[src/ttc_pkg.sv]
// Shared widths, job and status types, and saturation limits of the tangent unit.
`default_nettype none

package ttc_pkg;

   localparam int POS_W     = 32;  // Q16.16 position and tangent
   localparam int UV_W      = 24;  // Q8.16 texture coordinate
   localparam int DPOS_W    = POS_W + 1;
   localparam int DUV_W     = UV_W + 1;
   localparam int PROD_W    = DPOS_W + DUV_W;
   localparam int DET_W     = 2 * DUV_W + 1;
   localparam int NUM_W     = PROD_W + 1;
   localparam int FRAC_W    = 16;
   localparam int QUO_W     = POS_W + 1;
   localparam int AXES      = 3;
   localparam int NUM_PRODS = 8;
   localparam int MCNT_W    = 4;
   localparam int STEP_W    = 6;

   localparam logic [QUO_W-1:0] POS_LIMIT = 33'h0_7FFF_FFFF;
   localparam logic [QUO_W-1:0] NEG_LIMIT = 33'h0_8000_0000;
   localparam logic [POS_W-1:0] SAT_MAX   = 32'h7FFF_FFFF;
   localparam logic [POS_W-1:0] SAT_MIN   = 32'h8000_0000;

   typedef logic signed [DPOS_W-1:0] dpos_type;
   typedef logic signed [DUV_W-1:0]  duv_type;

   // Edge and texture deltas of one triangle, as handed from front to back.
   typedef struct packed {
      dpos_type [AXES-1:0] dp1;
      dpos_type [AXES-1:0] dp2;
      duv_type             du1;
      duv_type             dv1;
      duv_type             du2;
      duv_type             dv2;
   } job_type;

   typedef struct packed {
      logic [POS_W-1:0] value;
      logic             clip;
      logic             done;
   } lane_status_type;

endpackage

`default_nettype wire

[src/ttc_front.sv]
// Front end: holds the first two corners and turns the third into a job of deltas.
`default_nettype none

module ttc_front (
   input  wire logic                              clock,
   input  wire logic                              reset,
   input  wire logic                              req_valid,
   output logic                                   req_stall,
   input  wire logic signed [ttc_pkg::POS_W-1:0]  req_pos_x,
   input  wire logic signed [ttc_pkg::POS_W-1:0]  req_pos_y,
   input  wire logic signed [ttc_pkg::POS_W-1:0]  req_pos_z,
   input  wire logic signed [ttc_pkg::UV_W-1:0]   req_tex_u,
   input  wire logic signed [ttc_pkg::UV_W-1:0]   req_tex_v,
   output logic                                   push_valid,
   input  wire logic                              push_ready,
   output ttc_pkg::job_type                       push_data
);

   localparam logic [1:0] CORNER_FIRST = 2'd0;
   localparam logic [1:0] CORNER_LAST  = 2'd2;

   logic [1:0] count_ff, count_in;
   logic signed [ttc_pkg::POS_W-1:0] pos_ff [0:1][0:ttc_pkg::AXES-1];
   logic signed [ttc_pkg::UV_W-1:0]  u_ff [0:1];
   logic signed [ttc_pkg::UV_W-1:0]  v_ff [0:1];
   logic signed [ttc_pkg::POS_W-1:0] in_pos [0:ttc_pkg::AXES-1];
   logic accept;
   logic last;

   assign in_pos[0] = req_pos_x;
   assign in_pos[1] = req_pos_y;
   assign in_pos[2] = req_pos_z;

   assign last       = (count_ff == CORNER_LAST);
   assign req_stall  = last && !push_ready;
   assign accept     = req_valid && !req_stall;
   assign push_valid = req_valid && last;

   always_comb begin
      count_in = count_ff;
      if (accept) begin
         count_in = last ? CORNER_FIRST : count_ff + 2'd1;
      end
   end

   always_comb begin
      for (int a = 0; a < ttc_pkg::AXES; a++) begin
         push_data.dp1[a] = ttc_pkg::DPOS_W'(pos_ff[1][a]) - ttc_pkg::DPOS_W'(pos_ff[0][a]);
         push_data.dp2[a] = ttc_pkg::DPOS_W'(in_pos[a]) - ttc_pkg::DPOS_W'(pos_ff[0][a]);
      end
      push_data.du1 = ttc_pkg::DUV_W'(u_ff[1]) - ttc_pkg::DUV_W'(u_ff[0]);
      push_data.dv1 = ttc_pkg::DUV_W'(v_ff[1]) - ttc_pkg::DUV_W'(v_ff[0]);
      push_data.du2 = ttc_pkg::DUV_W'(req_tex_u) - ttc_pkg::DUV_W'(u_ff[0]);
      push_data.dv2 = ttc_pkg::DUV_W'(req_tex_v) - ttc_pkg::DUV_W'(v_ff[0]);
   end

   always_ff @(posedge clock) begin
      if (reset) begin
         count_ff <= CORNER_FIRST;
      end else begin
         count_ff <= count_in;
      end
   end

   // Corner slots need no reset: the count gates every read.
   always_ff @(posedge clock) begin
      if (accept && !last) begin
         for (int a = 0; a < ttc_pkg::AXES; a++) begin
            pos_ff[count_ff[0]][a] <= in_pos[a];
         end
         u_ff[count_ff[0]] <= req_tex_u;
         v_ff[count_ff[0]] <= req_tex_v;
      end
   end

endmodule

`default_nettype wire

[config.mk]
export PLATFORM = sky130hd
export DESIGN_NAME = ttc_front
export DESIGN_NICKNAME = d
export VERILOG_FILES = /design/src/ttc_pkg.sv /design/src/ttc_front.sv
export SDC_FILE = /design/constraint.sdc
export NUM_CORES = 1
export LEC_CHECK = 0
export BUFFER_PORTS_ARGS = -buffer_cell sky130_fd_sc_hd__buf_4
export CORE_ASPECT_RATIO = 1.25
export CORE_MARGIN = 1.5
export CORE_UTILIZATION = 50
export CTS_BUF_LIST = sky130_fd_sc_hd__clkbuf_2
export CTS_CLUSTER_SIZE = 14
export DETAILED_ROUTE_END_ITERATION = 16
export PLACE_DENSITY = 0.73
export SLEW_MARGIN = 20
export SYNTH_ARGS = -nofsm -noshare
export SYNTH_HDL_FRONTEND = slang
export SYNTH_SLANG_ARGS = --single-unit
[constraint.sdc]
create_clock -name clock -period 24.3 [get_ports clock]
set_input_delay 2.43 -clock clock [delete_from_list [all_inputs] [get_ports clock]]
set_output_delay 2.43 -clock clock [all_outputs]
set_load 0.02 [all_outputs]
==> impl_metrics.json, run 1 <==
{
  "ys.flop_type": "edfxtp_1",
  "initial_utilization": 0.508,
  "io_pins": 448,
  "ys_async_sr_fraction": 0,
  "dp_hpwl_um": 50500,
  "slew_headroom": 0.375,
  "cts_buffer_depth": 3,
  "dieHeight_um": 242,
  "crit_chain": "buf_4 -> inv_1 -> ha_1 -> fa_1 -> nand2b_1 -> a21boi_0 -> o21ai_0 -> a21oi_1 -> a2111oi_1 -> o21ai_0 -> nand3_1 -> a21o_1 -> a211o_1 -> a22o_1 -> buf_4",
  "grtUsageMet2": 0.472,
  "cts_made_buffers": 76,
  "cap_viol_max_count": 0,
  "clock_latency_ns": 1.02,
  "tns_ns": 0,
  "drv_slew": 0,
  "reg2reg_from": "count_ff[0]",
  "min_to": "count_ff[1]",
  "total_power_mw": 1.75,
  "drt-vias-per-instance": 5.61,
  "synth_cell_types": 69,
  "rr_worst_depth": 3,
  "period_share": 0.341,
  "power_density_nw_per_um2": 63.1,
  "status": "finished clean",
  "overflow": 0,
  "synthesis.nets": 2807,
  "min-delay-start": "count_ff[1]",
  "drc_errors": 0,
  "worst_clock_skew_ns": 0.0542,
  "cp_top_family": "compound AO/OA/AOI/OAI gates",
  "leakage_nw": 12.9,
  "finalSetupViolCount": 0,
  "vias": 19655,
  "hold_viol": 0,
  "grt_pass1_vias": 19712,
  "final_area_sq_um": 27700,
  "ir_drop_uv": 44.3,
  "wire_per_inst_um": 18.3,
  "critPathMaxStageDelay_ns": 0.52,
  "top_usage_layer": "met2",
  "min_path_cells": 2,
  "cts.hold.buffers_added": 0,
  "criticalPathCategory": "in2out",
  "portBuffers": 447,
  "clk_pin_slew_worst_paths_ns": 0.10,
  "drtIter0Drc": 921,
  "placed_area_sq_um": 27000,
  "syn_avg_cell_area_sq_um": 9.72,
  "grt_pass1_wl_um": 99900,
  "dieArea_sq_um": 47200,
  "wl_um": 63900,
  "postCtsResizedCells": 0,
  "met1_usage": 0.292,
  "startpoint_type": "input pin",
  "area_growth_pct": 20.6,
  "clkSinkCount": 290,
  "crit_required_ns": 21.87,
  "synth_edf_count": 288,
  "ys_warn_count": 0,
  "grt_use_met3": 0.0681,
  "grt_start_max_net_pins": 146,
  "ys_seq_area_frac": 0.379,
  "cts_root_buf": "clkbuf_2",
  "arrival_ns": 5.85,
  "layout-drive-gt1-share": 0.201,
  "ant_nets": 0,
  "die_w_um": 195,
  "synth_cells": 2361,
  "grt_usage": 0.265,
  "cts_tree": "yes",
  "worst_pin_slew_ns": 0.937,
  "finalWeightedCongestion": 0.964,
  "ys_seq_elements": 290,
  "htreeDepth": 3,
  "rows": 87,
  "syn-cell-area_sq_um": 22900,
  "cp.depth": 15,
  "dr.pass1.iters": 5,
  "r2r-end": "pos_ff[1][70]",
  "coreArea_sq_um": 45200,
  "postCtsSetupBuffers": 0,
  "worst_setup_path_end_kind": "output pin",
  "layout_min_cycle_time_ns": 8.28,
  "cp_max_fo": 3,
  "cp_slowest_cell": "o21ai_0",
  "r2r_slack_ns": 21.35,
  "nNetsFinal": 3309,
  "rsz0062_at_grt": "false",
  "holdCritPathClass": "reg2reg",
  "critPathBufInv": 3,
  "antenna_found_initial": 5,
  "max_freq_ghz": 0.121
}
[worst min-delay path: cells and delay by family, from the launching register on]
family,cells,cell delay [ns]
AOI/OAI and AO/OA,1,0.16
DFF,1,0.36
and+or+nand+nor,1,0.04
[cell usage in the layout, fill, tap and decap left out, types with 11 or more instances in the layout]
cell type and count:
buf_4 449, ha_1 288, edfxtp_1 288, inv_1 248, a21oi_1 229, xnor2_1 176, nor2_1 137, o21ai_0 135
a21o_1 126, nand2_1 117, clkbuf_2 106, xor2_1 64, nor2b_1 48, nand3_1 45, o21a_1 36, nand2b_1 36
o21bai_1 33, nor3_1 31, a31oi_1 26, and3_1 25, nand4_1 23, a211oi_1 21, clkinv_1 17, a21boi_0 14
and2_1 13, o211ai_1 12, o21ai_1 11, a211o_1 11
[logic make-up after synthesis]
kind of cell             synth area share
AO/OA/AOI/OAI                       0.209
XOR/XNOR                           0.0916
adder cells (fa/ha/maj)             0.166
buffers and inverters              0.0448
flip-flops                          0.379
AND/OR/NAND/NOR                     0.110
[registers in the layout, indices dropped and copies added (netlist names)]
signal and flops:
v_ff 48, count_ff 2, pos_ff 192, u_ff 48
[Yosys cell counts (21+ instances only)]
| cell | count | area share |
|---|---|---|
| a31oi_1 | 26 | 0.0071 |
| nor3_1 | 32 | 0.0070 |
| a21oi_1 | 229 | 0.050 |
| nor2_1 | 137 | 0.022 |
| nor2b_1 | 48 | 0.013 |
| a21o_1 | 126 | 0.041 |
| and3_1 | 25 | 0.0068 |
| clkbuf_1 | 25 | 0.0041 |
| xnor2_1 | 176 | 0.067 |
| nand2_1 | 117 | 0.019 |
| nand3_1 | 45 | 0.0098 |
| edfxtp_1 | 288 | 0.38 |
| ha_1 | 288 | 0.16 |
| a211oi_1 | 21 | 0.0069 |
| o21a_1 | 36 | 0.012 |
| inv_1 | 248 | 0.041 |
| o21ai_0 | 135 | 0.029 |
| nand2b_1 | 36 | 0.0098 |
| nand4_1 | 23 | 0.0063 |
| o21bai_1 | 33 | 0.011 |
| xor2_1 | 64 | 0.024 |
[stage by stage]
stage / util / hold WS, ns / setup slack (ns) / cells
2_1_floorplan: - / 0.528 / 11.25 / 2361
3_3_place_gp: 0.597 / 0.559 / 16.08 / 3363
3_5_place_dp: 0.597 / 0.577 / 16.02 / 3363
4_1_cts: 0.612 / 0.594 / 16.01 / 3494
5_1_grt: 0.612 / 0.644 / 15.82 / 3499
6_report: 0.612 / 0.595 / 16.02 / 3501
[routing by layer]
metal | vias to the layer above | part of all wire
met3 | 164 | 0.070
met5 | - | 0
met4 | 0 | 0.046
met1 | 9198 | 0.39
li1 | 9696 | -
met2 | 597 | 0.50
[where the power goes]
group	total, mW	leakage, nW	internal [mW]	switching (mW)
Combinational	0.810	9.63	0.330	0.480
Sequential	0.590	2.71	0.583	0.00772
Clock	0.347	0.516	0.139	0.209
Total	1.75	12.9	1.05	0.696
[layout make-up]
type	count	area, sq um
Multi-Input combinational cell	1797	13200
Fill cell	3903	17500
Antenna cell	7	17.5
Inverter	248	931
Clock buffer	106	531
Timing Repair Buffer	450	3390
Sequential cell	290	8690
Tap cell	578	723
Clock inverter	25	154
[worst max path at each step]
stage	from	end	slack [ns]
3_5_place_dp	req_pos_z[0]	push_data[198]	16.02
4_1_cts	req_pos_z[0]	push_data[198]	16.01
3_3_place_gp	req_pos_z[0]	push_data[198]	16.08
2_1_floorplan	req_valid	pos_ff[0][0]	11.25
5_1_grt	req_pos_z[0]	push_data[198]	15.82
6_report	req_pos_z[0]	push_data[198]	16.02
(Power assumes the default switching activity.)
==> run 2: changes to the inputs <==
clock period = 8.4 ns   (was 24.3 ns; I/O delays follow)
==> impl_metrics.json, run 2 (same netlist as run 1, synthesis figures left out) <==
{
  "nNetsFinal": 3454,
  "ir_drop_uv": 119,
  "dr.pass1.iters": 5,
  "initial_utilization": 0.508,
  "clock_latency_ns": 1.06,
  "period_share": 0.688,
  "top_layer": "met4",
  "reg2reg_from": "count_ff[0]",
  "finalSetupViolCount": 0,
  "finalWeightedCongestion": 0.952,
  "drt-met1-wl_um": 25000,
  "layout-drive-gt1-share": 0.192,
  "crit_required_ns": 7.56,
  "cts_buffer_depth": 3,
  "dieHeight_um": 242,
  "cts.hold.buffers_added": 145,
  "postCtsSetupBuffers": 0,
  "power_density_nw_per_um2": 177,
  "worst_clock_skew_ns": 0.138,
  "clkSinkCount": 290,
  "dieArea_sq_um": 47200,
  "area_growth_pct": 27.0,
  "max_freq_ghz": 0.173,
  "min-delay-start": "push_ready",
  "arrival_ns": 4.94,
  "grt_start_max_net_pins": 73,
  "layout_min_cycle_time_ns": 5.78,
  "wl_um": 65300,
  "rr_worst_depth": 3,
  "grt_pass1_wl_um": 102000,
  "tns_ns": 0,
  "hold_viol": 0,
  "ant_nets": 0,
  "r2r_slack_ns": 5.48,
  "io_pins": 448,
  "worst_pin_slew_ns": 1.06,
  "slew_headroom": 0.293,
  "grt_pass1_vias": 20470,
  "worst_setup_path_end_kind": "output pin",
  "postCtsResizedCells": 0,
  "drtIter0Drc": 997,
  "coreArea_sq_um": 45200,
  "clk_pin_slew_worst_paths_ns": 0.08,
  "antenna_found_initial": 6,
  "grt_usage": 0.270,
  "largest_register_ffs": 192,
  "cp_max_fo": 3,
  "rsz0062_at_grt": "false",
  "cts_made_buffers": 75,
  "min_path_cells": 4,
  "final_cell_mix": "451 x buf_4, 288 x ha_1, 288 x edfxtp_1",
  "cap_viol_max_count": 0,
  "min_to": "count_ff[1]",
  "layout_commonest_cell": "buf_4",
  "htreeDepth": 3,
  "leakage_nw": 13.5,
  "portBuffers": 447,
  "criticalPathCategory": "in2out",
  "cts_tree": "yes",
  "cts_root_buf": "clkbuf_2",
  "dp_hpwl_um": 50400,
  "die_w_um": 195,
  "overflow": 0,
  "wl_met2_um": 32500,
  "status": "finished clean",
  "total_power_mw": 5.14,
  "drv_slew": 0,
  "holdCritPathClass": "in2reg",
  "drc_errors": 0,
  "rows": 87,
  "vias": 20383,
  "r2r-end": "pos_ff[1][73]",
  "startpoint_type": "input pin",
  "wire_per_inst_um": 17.9,
  "wl_met3_um": 4460,
  "drt-vias-per-instance": 5.60
}
## run 2: cell type report
cell class,count,area [sq um]
timing repair buffer,596,4840
clock buffer,102,510
inverter,248,931
clock inverter,25,190
multi-input combinational,1797,13200
tap,578,723
antenna,6,15.0
sequential,290,8690
fill,3628,16000
## run 2: worst max path at each step
stage,from,to,slack [ns],depth (start not counted)
after floorplan,req_valid,pos_ff[0][0],1.41,2
after global placement,req_pos_z[0],push_data[198],3.41,15
after detailed placement,req_pos_z[0],push_data[198],3.35,15
after CTS,pos_ff[0][0],push_data[198],2.74,13
after global routing,req_pos_z[0],push_data[198],2.35,16
final,req_pos_z[0],push_data[198],2.62,16
## run 2: critical path, cell delays in order
cell	delay, ns
dlygate4sd3_1	0.53
buf_4	0.12
inv_1	0.04
ha_1	0.21
fa_1	0.40
nand2b_1	0.16
a21boi_0	0.28
o21ai_0	0.18
a21oi_1	0.33
a2111oi_1	0.23
o21ai_0	0.50
nand3_1	0.27
a21o_1	0.25
a211o_1	0.27
a22o_1	0.18
buf_4	0.15
## run 2: per-layer routing
metal	track usage	vias up
met5	0	-
met4	0.163	0
met1	0.290	9484
met2	0.479	732
met3	0.0646	179
li1	-	9988
## run 2: where the power goes
group | switching [mW] | internal [mW] | total [mW]
sequential | 0.0228 | 1.69 | 1.71
combinational | 1.41 | 0.998 | 2.40
clock | 0.611 | 0.421 | 1.03
## run 2: per-stage QoR
| stage | util | cell area (sq um) | setup slack [ns] | hold slack, ns | cells |
|---|---|---|---|---|---|
| floorplan | - | 22900 | 1.41 | 0.538 | 2361 |
| global placement | 0.597 | 27000 | 3.41 | 0.584 | 3364 |
| detailed placement | 0.597 | 27000 | 3.35 | 0.594 | 3364 |
| CTS | 0.645 | 29100 | 2.74 | 0.0590 | 3636 |
| global route | 0.645 | 29100 | 2.35 | 0.158 | 3642 |
| finish | 0.645 | 29100 | 2.62 | 0.237 | 3642 |
