==> config.mk <==
export PLATFORM = sky130hd
export DESIGN_NAME = ttc_queue
export DESIGN_NICKNAME = d
export VERILOG_FILES = /design/src/ttc_pkg.sv /design/src/ttc_queue.sv
export SDC_FILE = /design/constraint.sdc
export NUM_CORES = 1
export LEC_CHECK = 0
export ABC_AREA = 1
export BUFFER_PORTS_ARGS = -buffer_cell sky130_fd_sc_hd__buf_2
export CAP_MARGIN = 20
export CORE_AREA = 2 2 236 238
export DETAILED_ROUTE_END_ITERATION = 7
export DIE_AREA = 0 0 238 240
export GPL_ROUTABILITY_DRIVEN = 0
export PLACE_DENSITY = 0.67
export SLEW_MARGIN = 20
export SYNTH_ARGS = -nofsm -noshare
export SYNTH_HDL_FRONTEND = slang
export SYNTH_SLANG_ARGS = --single-unit
==> constraint.sdc <==
create_clock -name clock -period 17.57 [get_ports clock]
set_input_delay 1.757 -clock clock [delete_from_list [all_inputs] [get_ports clock]]
set_output_delay 1.757 -clock clock [all_outputs]
set_load 0.02 [all_outputs]
==> src/ttc_pkg.sv <==
// Shared widths, job and status types, and saturation limits of the tangent unit.
`default_nettype none

package ttc_pkg;

   localparam int POS_W     = 32;  // Q16.16 position and tangent
   localparam int UV_W      = 24;  // Q8.16 texture coordinate
   localparam int DPOS_W    = POS_W + 1;
   localparam int DUV_W     = UV_W + 1;
   localparam int PROD_W    = DPOS_W + DUV_W;
   localparam int DET_W     = 2 * DUV_W + 1;
   localparam int NUM_W     = PROD_W + 1;
   localparam int FRAC_W    = 16;
   localparam int QUO_W     = POS_W + 1;
   localparam int AXES      = 3;
   localparam int NUM_PRODS = 8;
   localparam int MCNT_W    = 4;
   localparam int STEP_W    = 6;

   localparam logic [QUO_W-1:0] POS_LIMIT = 33'h0_7FFF_FFFF;
   localparam logic [QUO_W-1:0] NEG_LIMIT = 33'h0_8000_0000;
   localparam logic [POS_W-1:0] SAT_MAX   = 32'h7FFF_FFFF;
   localparam logic [POS_W-1:0] SAT_MIN   = 32'h8000_0000;

   typedef logic signed [DPOS_W-1:0] dpos_type;
   typedef logic signed [DUV_W-1:0]  duv_type;

   // Edge and texture deltas of one triangle, as handed from front to back.
   typedef struct packed {
      dpos_type [AXES-1:0] dp1;
      dpos_type [AXES-1:0] dp2;
      duv_type             du1;
      duv_type             dv1;
      duv_type             du2;
      duv_type             dv2;
   } job_type;

   typedef struct packed {
      logic [POS_W-1:0] value;
      logic             clip;
      logic             done;
   } lane_status_type;

endpackage

`default_nettype wire

==> src/ttc_queue.sv <==
// Small job queue between the front end and the arithmetic back end.
`default_nettype none

module ttc_queue #(
   parameter int DEPTH = 2
) (
   input  wire logic              clock,
   input  wire logic              reset,
   input  wire logic              push_valid,
   output logic                   push_ready,
   input  wire ttc_pkg::job_type  push_data,
   output logic                   pop_valid,
   input  wire logic              pop_ready,
   output ttc_pkg::job_type       pop_data
);

   localparam int PTR_W = $clog2(DEPTH);
   localparam int CNT_W = $clog2(DEPTH + 1);

   ttc_pkg::job_type entry_ff [0:DEPTH-1];
   logic [PTR_W-1:0] wr_ptr_ff, wr_ptr_in;
   logic [PTR_W-1:0] rd_ptr_ff, rd_ptr_in;
   logic [CNT_W-1:0] cnt_ff, cnt_in;
   logic do_push, do_pop;

   assign push_ready = (cnt_ff != CNT_W'(DEPTH));
   assign pop_valid  = (cnt_ff != '0);
   assign pop_data   = entry_ff[rd_ptr_ff];
   assign do_push    = push_valid && push_ready;
   assign do_pop     = pop_valid && pop_ready;

   always_comb begin
      wr_ptr_in = wr_ptr_ff;
      rd_ptr_in = rd_ptr_ff;
      if (do_push) begin
         wr_ptr_in = (wr_ptr_ff == PTR_W'(DEPTH - 1)) ? '0 : wr_ptr_ff + 1'b1;
      end
      if (do_pop) begin
         rd_ptr_in = (rd_ptr_ff == PTR_W'(DEPTH - 1)) ? '0 : rd_ptr_ff + 1'b1;
      end
      cnt_in = cnt_ff + CNT_W'(do_push) - CNT_W'(do_pop);
   end

   always_ff @(posedge clock) begin
      if (reset) begin
         wr_ptr_ff <= '0;
         rd_ptr_ff <= '0;
         cnt_ff    <= '0;
      end else begin
         wr_ptr_ff <= wr_ptr_in;
         rd_ptr_ff <= rd_ptr_in;
         cnt_ff    <= cnt_in;
      end
   end

   always_ff @(posedge clock) begin
      if (do_push) begin
         entry_ff[wr_ptr_ff] <= push_data;
      end
   end

endmodule

`default_nettype wire

==> results of run 1 <==
-- power groups by stage --
stage	Clock, mW	Sequential [mW]	Combinational, mW
2_1_floorplan	0	1.99	0.840
3_3_place_gp	0	1.90	1.16
3_5_place_dp	0	1.92	1.17
4_1_cts	1.25	1.89	1.17
5_1_grt	1.30	1.90	1.22
6_report	1.22	1.88	1.15
-- metal layers --
metal | vias to the layer above | track usage
met5 | - | 0
met2 | 375 | 0.279
li1 | 5142 | -
met1 | 5632 | 0.177
met3 | 86 | 0.0587
met4 | 12 | 0.0585
-- cells in the final DEF (no fill, tap or decap) --
cell type / n
nor3_1: 1
edfxtp_1: 596
clkinv_2: 4
dfxtp_1: 4
clkbuf_16: 61
inv_6: 2
inv_8: 1
dfxtp_4: 1
xnor2_1: 1
nand2_1: 8
mux2_4: 201
buf_6: 1
buf_4: 11
nand3_1: 1
ha_1: 1
buf_12: 1
diode_2: 14
nor2_1: 7
clkinv_1: 18
a21oi_1: 2
bufinv_16: 5
buf_2: 601
inv_1: 8
mux2_2: 97
clkinv_4: 2
nor2_4: 2
clkbuf_1: 14
clkinvlp_4: 2
-- metrics by stage --
step                worst slack, ns  power (mW)   util
CTS                           11.48        4.31  0.514
finish                        11.71        4.25  0.515
global placement              11.57        3.07  0.480
detailed placement            11.57        3.09  0.480
global route                  11.52        4.42  0.515
floorplan                      2.35        2.83      -
-- logic make-up after synthesis --
kind of cell / count (synthesis)
DFF: 601
muxes: 298
buffers and inverters: 41
and+or+nand+nor: 19
AOI/OAI and AO/OA: 2
xor gates and xnor gates: 1
adders and majority gates: 1
-- worst max-delay path by stage --
stage                from                    endpoint  slack, ns  cells past startpoint
6_report         register                pop_data[69]      11.71                      4
5_1_grt          register                pop_data[69]      11.52                      4
4_1_cts          register               pop_data[277]      11.48                      4
3_5_place_dp   push_valid  entry_ff[0][138]$_DFFE_PP_      11.57                      6
3_3_place_gp   push_valid  entry_ff[0][117]$_DFFE_PP_      11.57                      6
2_1_floorplan  push_valid    entry_ff[1][0]$_DFFE_PP_       2.35                      2
-- registers in the layout, summed over array words and instances, names as in the netlist, named ones only --
signal,cells
entry_ff,596
cnt_ff,2
rd_ptr_ff,1
wr_ptr_ff,1
-- cell type report --
class	instances	share of cell area
antenna	14	0.00124
sequential	601	0.639
clock buffer	75	0.0560
timing repair buffer	614	0.111
clock inverter	34	0.0106
tap	704	0.0313
multi-input combinational	321	0.150
inverter	8	0.00107
-- critical path, cell delays in order (launching register included) --
cell     delay (ns)
dfxtp_4        0.93
buf_4          0.89
buf_4          0.93
mux2_4         0.37
buf_2          0.16
==> metrics.txt, run 1 <==
status=completed; Worst-Skew Late Latency=0.60 ns; Clock power frac=0.286; row count=86; antenna-violating nets left=0; Post-synth top cells=596 x edfxtp_1, 201 x mux2_4, 97 x mux2_2; R2R setup slack=about 13 ns; count of mapped cells out of synthesis=approximately 960; Post-Place Cell Area=26,200 um2; vias in the first global route=11,700; post-route clock skew=0.0174 ns; WHS=between 0.4 and 0.5 ns; layout cells sized above 1=0.600; period utilization=0.334; post-synthesis simple-gate area fraction=0.00327; Post-Synth Adder-Cell Area=0.000554; area of the multi-input gates=4230 um2; Leak=10.8 nW; Starting Density=0.413; DRC Markers=0; PD cells=151 nW/um2; Cells after DPL=2,247; Final Instance Area=28,200 um2; Synth warnings=0; synth top area cells=edfxtp_1 79%, mux2_4 13%, mux2_2 4.8%, buf_6 1.3%, dfxtp_1 0.44%; setup TNS=0 ns; Max-Cap Viols=0; Arr. time, crit path=4.10 ns; Root Driver=clkbuf_16; Via density=4.74; Core Region=54,700 um2; vias after detailed routing=11,200; total area of sequential cells=18,000 um2; syn_area_per_cell=23.4 um2; Net Sw Power=1.25 mW; worst slew pin tran=1.09 ns; Nets=1,909; Die H=240 um; final setup fails=0; kind of critical path=register to primary output; Layout area overhead=24.8%; DIE AREA=~57,000 um2; I/O Buffers=roughly 600; HPWL after detailed placement=33.2 mm; net count after synthesis=~1,300; worst vdd ir=96.4 uV; I/O pin count=602; R2R Path End=entry_ff[0][143]$_DFFE_PP_; max_slew headroom=0.274; first-pass GRT wire length=68.6 mm; Slew Limit Fails=0; worst-path fanout max=58; mean routed wirelength per cell=20.1 um; unrepaired setup endpoints after global routing=false; CP Launch Type=register; hold bufs inserted after CTS=0; final WL=around 48 mm; Pint=3.01 mW; initial antenna violation count=18; fin cells=2,371; Compound-Gate Fraction of Synth Area=0.000443; Hold Crit Depth=2; count leader, synth=edfxtp_1; Crit path required time=15.81 ns; area share of the leading cell type in the synthesized netlist=0.793; cell taking the most area after synthesis=edfxtp_1; Max Clock Freq=0.171 GHz; mux cell area share after synthesis=0.182; met2 WL=25.1 mm; share of the yosys chip area belonging to registers=0.797; clock buffer depth=3; min-delay src=rd_ptr_ff$_SDFFE_PP0P_; minimum clock period=around 5.9 ns; Die Width=approximately 240 um; total clock buffers created by CTS=60; DRT Pass-1 Iters=5; pin count of the biggest net entering global routing=76; H-tree depth=2; met3 routed WL=3.94 mm; XOR/XNOR share of the synthesized area=0.000388; R2R depth=8; number of flops mapped to enable cells by yosys=596; number of gates resized after cts=0; share of power burned in registers=0.443; Post-CTS Setup Inserts=0; Worst R2R Start=cnt_ff[0]$_SDFF_PP0_; top sig layer=met5; largest family of logic cells by synthesized area=multiplexers; Switching Fraction=0.293; FFs w/ async S/R, synth=0; gr usage total=0.159; post-synth cell types=14; Final Hold Viols=0; Worst-path clk slew=about 0.060 ns; CTS tree=done; fillers=4,448; Hold Crit Class=register to register; Worst Setup End Kind=primary output; part of the power in combinational logic=0.271; #FFs+latches synth=601; Congestion Overflow GR=0; DR iter-0 viols=592; DRT met1 WL=~17 mm; post-synthesis cell area=roughly 23,000 um2; Synth Flop Type=edfxtp_1; clock sink count=601
No activity file was read; power rests on OpenSTA's default activity.
==> run 2, diff against run 1 <==
--- a/config.mk
+++ b/config.mk
@@ -5,14 +5,14 @@
 export SDC_FILE = /design/constraint.sdc
 export NUM_CORES = 1
 export LEC_CHECK = 0
-export ABC_AREA = 1
+export ABC_AREA = 0
 export BUFFER_PORTS_ARGS = -buffer_cell sky130_fd_sc_hd__buf_2
 export CAP_MARGIN = 20
 export CORE_AREA = 2 2 236 238
 export DETAILED_ROUTE_END_ITERATION = 7
 export DIE_AREA = 0 0 238 240
 export GPL_ROUTABILITY_DRIVEN = 0
-export PLACE_DENSITY = 0.67
+export PLACE_DENSITY = 0.7
 export SLEW_MARGIN = 20
 export SYNTH_ARGS = -nofsm -noshare
 export SYNTH_HDL_FRONTEND = slang
==> constraint.sdc (replaced) <==
create_clock -name clock -period 4.74 [get_ports clock]
set_input_delay 0.474 -clock clock [delete_from_list [all_inputs] [get_ports clock]]
set_output_delay 0.474 -clock clock [all_outputs]
set_load 0.02 [all_outputs]
==> run 2 against run 1 <==
Design area is 1.2% higher. Combinational power grew to 3.2 times the previous value. Sequential cell count stayed put. Synthesized area hardly changed. Sequential share of layout area is 0.73 points lower.
==> metrics.txt, run 2 <==
Post-CTS Setup Inserts=0 (unchanged); Core Region=54,700 um2 (unchanged); final setup fails=0 (unchanged); Die Width=238 um (unchanged); post-route clock skew=0.0239 ns (was 0.0174 ns); net count after synthesis=1,259 (was 1,266); vias after detailed routing=11,300 (was 11,200); synth top area cells=edfxtp_1 79%, mux2_4 13%, mux2_2 4.9%, buf_6 1.3%, dfxtp_1 0.44% (was edfxtp_1 79%, mux2_4 13%, mux2_2 4.8%, buf_6 1.3%, dfxtp_1 0.44%); worst slew pin tran=1.06 ns (was 1.09 ns); Final Total Pwr=14.9 mW (was 4.25 mW); post-synth cell types=21 (was 14); clock sink count=601 (unchanged); Slew Limit Fails=0 (unchanged); DIE AREA=57,100 um2 (unchanged); DR iter-0 viols=525 (was 592); Crit-path slowest cell=dfxtp_4 (unchanged); worst vdd ir=363 uV (was 96.4 uV); Starting Density=0.413 (about the same); final WL=48.6 mm (was 47.7 mm); antenna-violating nets left=0 (unchanged); initial antenna violation count=18 (unchanged); pin count of the biggest net entering global routing=92 (was 76); total clock buffers created by CTS=60 (unchanged); slowest stage delay, CP=1.03 ns (was 0.93 ns); share of the yosys chip area belonging to registers=0.797 (about the same); Layout area overhead=26.2% (was 24.8%); max_slew headroom=0.294 (was 0.274); setup slack after layout=1.54 ns (was 11.71 ns); minimum clock period=about 3.2 ns; Pint=10.7 mW (was 3.01 mW); number of flops mapped to enable cells by yosys=596 (unchanged); I/O Buffers=601 (unchanged); Root Driver=clkbuf_16 (unchanged); unrepaired setup endpoints after global routing=false (unchanged); DRC Markers=0 (unchanged); period utilization=0.676; Arr. time, crit path=2.73 ns (was 4.10 ns); Die H=240 um (unchanged); PD cells=524 nW/um2 (was 151 nW/um2); Max Clock Freq=0.312 GHz; DP Worst Slack=2.10 ns (was 11.57 ns); HPWL after detailed placement=34.2 mm (was 33.2 mm); Switching Fraction=0.281 (was 0.293); share of power burned in registers=0.447 (was 0.443); Clock power frac=0.309 (was 0.286); cell taking the most area after synthesis=edfxtp_1 (unchanged); H-tree depth=2 (unchanged); Congestion Overflow GR=0 (unchanged); gr usage total=0.162 (was 0.159); first-pass GRT wire length=69.4 mm (was 68.6 mm); Worst-Skew Late Latency=0.62 ns (was 0.60 ns); count of mapped cells out of synthesis=956 (was 963); setup TNS=0 ns (unchanged); Worst Setup End Kind=primary output (unchanged); hold bufs inserted after CTS=6 (was 0); fillers=4,416 (was 4,448); I/O pin count=602 (unchanged); Max-Cap Viols=0 (unchanged); Nets=1,919 (was 1,909); worst-path fanout max=54 (was 58); Worst-path clk slew=0.06 ns (about the same); FFs w/ async S/R, synth=0 (unchanged); crit-path cells=buf_4 > mux2_4 > buf_2 (was buf_4 > buf_4 > mux2_4 > buf_2); kind of critical path=register to primary output (unchanged); number of gates resized after cts=0 (unchanged); top flop regs=entry_ff: 596 flops, cnt_ff: 2 flops (unchanged); Leak=11.0 nW (was 10.8 nW); Largest Register=entry_ff (unchanged); row count=86 (unchanged); DRT Pass-1 Iters=4 (was 5); CP Launch Type=register (unchanged); Synth Flop Type=edfxtp_1 (unchanged); R2R depth=4 (was 8); clock buffer depth=3 (unchanged); layout cells sized above 1=0.615 (was 0.600); Final Hold Viols=0 (unchanged); count leader, synth=edfxtp_1 (unchanged); mean routed wirelength per cell=20.5 um (was 20.1 um); CTS tree=done (unchanged); WHS=0.0398 ns (was 0.499 ns); part of the power in combinational logic=0.244 (was 0.271); Post-synth top cells=596 x edfxtp_1, 201 x mux2_4, 98 x mux2_2 (was 596 x edfxtp_1, 201 x mux2_4, 97 x mux2_2); Hold Crit Depth=1 (was 2); Crit path required time=4.27 ns (was 15.81 ns); Synth warnings=0 (unchanged); Net Sw Power=4.20 mW (was 1.25 mW); post-synthesis cell area=22,600 um2 (about the same); Via density=4.74 (about the same); #FFs+latches synth=601 (unchanged); commonest cells after routing, fill and taps aside=601 x buf_2, 596 x edfxtp_1, 201 x mux2_4 (unchanged); area share of the leading cell type in the synthesized netlist=0.792 (was 0.793); syn_area_per_cell=23.6 um2 (was 23.4 um2); most common cell after layout, fill and taps aside=buf_2 (unchanged); Largest register FFs=596 (unchanged); Hold Crit Class=input port to register (was register to register); vias in the first global route=11,800 (was 11,700); status=completed (unchanged)
==> run 2: cell count changes after synthesis, moves of 2 or more <==
cell,before,now
nor2b_1,0,3
inv_1,8,1
nor2_1,9,5
a21bo_2,0,2
nand2_1,8,0
o21ai_0,0,2
==> run 2: critical path, delay by kind of cell, from the launching register on <==
kind | cells | cell delay (ns)
buf+inv | 2 | 0.69
flops | 1 | 1.03
mux | 1 | 0.35
==> run 2: area by class of cell <==
| type | instances | area [um2] | share of cell area |
|---|---|---|---|
| diodes | 11 | 27.5 | 0.000966 |
| clock buffers | 75 | 1610 | 0.0564 |
| clock inverters | 32 | 330 | 0.0116 |
| inverters | 1 | 7.51 | 0.000263 |
| multi-input cells | 321 | 4280 | 0.150 |
| flip-flops and latches | 601 | 18000 | 0.632 |
| well taps | 704 | 881 | 0.0309 |
| repair buffers | 631 | 3370 | 0.118 |
==> run 2: final timing paths <==
path,from,end,slack [ns]
setup reg to reg,cnt_ff[0]$_SDFF_PP0_,entry_ff[0][156]$_DFFE_PP_,2.54
hold reg to reg,rd_ptr_ff$_SDFFE_PP0P_,rd_ptr_ff$_SDFFE_PP0P_,0.51
setup / recovery,register,pop_data[197],1.54
hold / removal,push_data[275],entry_ff[1][275]$_DFFE_PP_,0.04
==> run 2: layer usage <==
layer	up-vias	GRT usage	share of wire	routed length [um]
li1	5191	-	-	-
met1	5515	0.178	0.37	18000
met2	441	0.281	0.50	24500
met3	111	0.0626	0.090	4400
met4	16	0.0657	0.035	1690
met5	-	0	0.0019	94
==> run 2: kinds of logic after synthesis <==
family / count (synthesis) / synth area share
AO/OA/AOI/OAI: 7 / 0.00227
adder cells (fa/ha/maj): 1 / 0.000554
buffers and inverters: 34 / 0.0147
multiplexers: 299 / 0.182
XOR/XNOR: 1 / 0.000388
AND/OR/NAND/NOR: 13 / 0.00305
flip-flops: 601 / 0.797
==> run 2: power groups by stage <==
stage / combinational [mW] / clock (mW) / sequential (mW)
2_1_floorplan: 2.65 / 0 / 6.76
3_3_place_gp: 3.66 / 0 / 6.76
3_5_place_dp: 3.68 / 0 / 6.79
4_1_cts: 3.69 / 4.73 / 6.68
5_1_grt: 3.84 / 4.94 / 6.72
6_report: 3.65 / 4.61 / 6.67
==> run 2: through the flow <==
stage / instance area (um2) / utilization / cells
floorplan: 22600 / - / 956
global placement: 26500 / 0.484 / 2252
detailed placement: 26500 / 0.484 / 2252
CTS: 28500 / 0.521 / 2365
global route: 28500 / 0.521 / 2373
finish: 28500 / 0.521 / 2376
==> run 3, diff against run 2 <==
--- a/config.mk
+++ b/config.mk
@@ -5,7 +5,7 @@
 export SDC_FILE = /design/constraint.sdc
 export NUM_CORES = 1
 export LEC_CHECK = 0
-export ABC_AREA = 0
+export ABC_AREA = 1
 export BUFFER_PORTS_ARGS = -buffer_cell sky130_fd_sc_hd__buf_2
 export CAP_MARGIN = 20
 export CORE_AREA = 2 2 236 238
==> constraint.sdc (replaced) <==
create_clock -name clock -period 2.9 [get_ports clock]
set_input_delay 0.29 -clock clock [delete_from_list [all_inputs] [get_ports clock]]
set_output_delay 0.29 -clock clock [all_outputs]
set_load 0.02 [all_outputs]
==> run 3 against run 2 <==
Combinational power grew 110%. Clock power grew 64%. First-iteration DRC count grew 27%. Sequential cell count is the same. Global-route usage grew 1.6 points. Register-to-register slack lost 1.5 ns. Cell count grew 13%. Sequential power grew 71%. Die area is the same. Critical path depth is the same. Utilization grew 5.5 points. Critical path type unchanged. Highest routed layer is now met4.
==> metrics.txt, run 3 (synthesized netlist as in run 1, its figures left out) <==
Final Total Pwr=26.6 mW (was 14.9 mW); vias in the first global route=13,600 (was 11,800); number of gates resized after cts=0 (unchanged); Pint=18.7 mW (was 10.7 mW); H-tree depth=2 (unchanged); Net Sw Power=7.88 mW (was 4.20 mW); DRC Markers=0 (unchanged); WHS=0.0621 ns (was 0.0398 ns); Final Hold Viols=0 (unchanged); minimum clock period=~2.6 ns; final WL=53.3 mm (was 48.6 mm); Clock power frac=0.283 (was 0.309); min-delay src=push_valid (was push_data[275]); final setup fails=0 (unchanged); first-pass GRT wire length=77.5 mm (was 69.4 mm); Final Core Density=0.576 (was 0.521); worst vdd ir=550 uV (was 363 uV); most common cell after layout, fill and taps aside=buf_2 (unchanged); CTS tree=done (unchanged); status=completed (unchanged); Worst-Skew Late Latency=0.59 ns (was 0.62 ns); worst slew pin tran=0.629 ns (was 1.06 ns); Layout area overhead=39.6% (was 26.2%); I/O Buffers=601 (unchanged); Root Driver=clkbuf_16 (unchanged); layout cells sized above 1=0.521 (was 0.615); Arr. time, crit path=2.27 ns (was 2.73 ns); Switching Fraction=0.296 (was 0.281); mean routed wirelength per cell=19.9 um (was 20.5 um); clock sink count=601 (unchanged); Hold Crit Class=input port to register (unchanged); Die H=240 um (unchanged); unrepaired setup endpoints after global routing=false (unchanged); row count=86 (unchanged); antenna-violating nets left=0 (unchanged); worst-path fanout max=73 (was 54); DRT Pass-1 Iters=5 (was 4); clock buffer depth=3 (unchanged); share of power burned in registers=0.427 (was 0.447); Via density=4.75 (was 4.74); Post-CTS Setup Inserts=0 (unchanged); vias after detailed routing=12,700 (was 11,300); Worst R2R Start=cnt_ff[1]$_SDFF_PP0_ (was cnt_ff[0]$_SDFF_PP0_); initial antenna violation count=5 (was 18); Max-Cap Viols=0 (unchanged); Core Region=54,700 um2 (unchanged); slowest stage delay, CP=0.57 ns (was 1.03 ns); setup slack after layout=0.341 ns (was 1.54 ns); Worst-path clk slew=0.06 ns (about the same); Crit-path slowest cell=dfxtp_4 (unchanged); Largest Register=entry_ff (unchanged); Die Width=238 um (unchanged); CP Launch Type=register (unchanged); Slew Limit Fails=0 (unchanged); kind of critical path=register to primary output (unchanged); Starting Density=0.413 (about the same); part of the power in combinational logic=0.289 (was 0.244); Congestion Overflow GR=0 (unchanged); total clock buffers created by CTS=59 (was 60); period utilization=0.882; pin count of the biggest net entering global routing=98 (was 92); Crit path required time=2.61 ns (was 4.27 ns); Largest register FFs=596 (unchanged); gr usage total=0.178 (was 0.162); crit-path cells=buf_12 > mux2_2 > buf_2 (was buf_4 > mux2_4 > buf_2); HPWL after detailed placement=33.7 mm (was 34.2 mm); post-route clock skew=0.0158 ns (was 0.0239 ns); DIE AREA=57,100 um2 (unchanged); top flop regs=entry_ff: 596 flops, cnt_ff: 2 flops (unchanged); Worst Setup End Kind=primary output (unchanged); DR iter-0 viols=665 (was 525); PD cells=844 nW/um2 (was 524 nW/um2); Leak=12.3 nW (was 11.0 nW); DP Worst Slack=0.946 ns (was 2.10 ns); Max Clock Freq=between 0.3 and 0.4 GHz; I/O pin count=602 (unchanged); commonest cells after routing, fill and taps aside=601 x buf_2, 596 x edfxtp_1, 299 x dlygate4sd3_1 (was 601 x buf_2, 596 x edfxtp_1, 201 x mux2_4); max_slew headroom=0.580 (was 0.294); Nets=2,227 (was 1,919)
## run 3: cell count changes in the layout (fill, tap and decap cells not counted), sizes merged, moves of 4 or more
cell         previous run  this run
nor2                    5         9
inv                     3        10
diode                  11         5
buf                   625       634
clkbuf                 75        70
nand2                   0         8
dlygate4sd3             6       299
## run 3: routing by layer
metal  part of all wire  track usage  vias to the layer above  routed length [um]
met3              0.076       0.0552                      110                4040
met5                  0            0                        -                   0
met1               0.36        0.192                     6337               19100
met2               0.54        0.328                      504               28500
li1                   -            -                     5770                   -
met4              0.030       0.0602                        0                1590
## run 3: final timing paths
check | end | slack (ns) | depth (start not counted)
max | pop_data[286] | 0.34 | 3
min | wr_ptr_ff$_SDFFE_PP0P_ | 0.06 | 3
max reg2reg | entry_ff[0][290]$_DFFE_PP_ | 1.05 | 5
min reg2reg | rd_ptr_ff$_SDFFE_PP0P_ | 0.50 | 2
## run 3: area by class of cell
cell class | instances | area [um2]
Inverter | 8 | 30.0
Timing Repair Buffer | 933 | 6420
Fill cell | 3922 | 23200
Clock buffer | 70 | 1560
Tap cell | 704 | 881
Antenna cell | 5 | 12.5
Clock inverter | 38 | 352
Sequential cell | 601 | 18000
Multi-Input combinational cell | 321 | 4250
## run 3: worst max-delay path: cells and delay by family, from the launching register on
kind	cells	cell delay, ns
buf+inv	2	0.64
flops	1	0.57
mux	1	0.42
## run 3: power by group through the flow
stage | logic, mW | clock network (mW) | registers (mW)
final | 7.69 | 7.54 | 11.4
after global routing | 8.07 | 8.02 | 11.5
after CTS | 7.69 | 7.68 | 11.4
after detailed placement | 7.33 | 0 | 11.5
after global placement | 7.28 | 0 | 11.5
after floorplan | 5.11 | 0 | 11.6
## run 3: per-stage QoR
step	cells	TNS [ns]	instance area [um2]
after floorplan	963	-1487.26	22600
after global placement	2268	0	26600
after detailed placement	2268	0	26600
after CTS	2675	0	31500
after global routing	2680	0	31500
final	2680	0	31500
## run 3: what timing repair did
action | 4_1_cts | 5_1_grt
hold buffers | 299 | 0
hold endpoints to repair | 601 | 0
endpoints found under the setup margin | 0 | 0
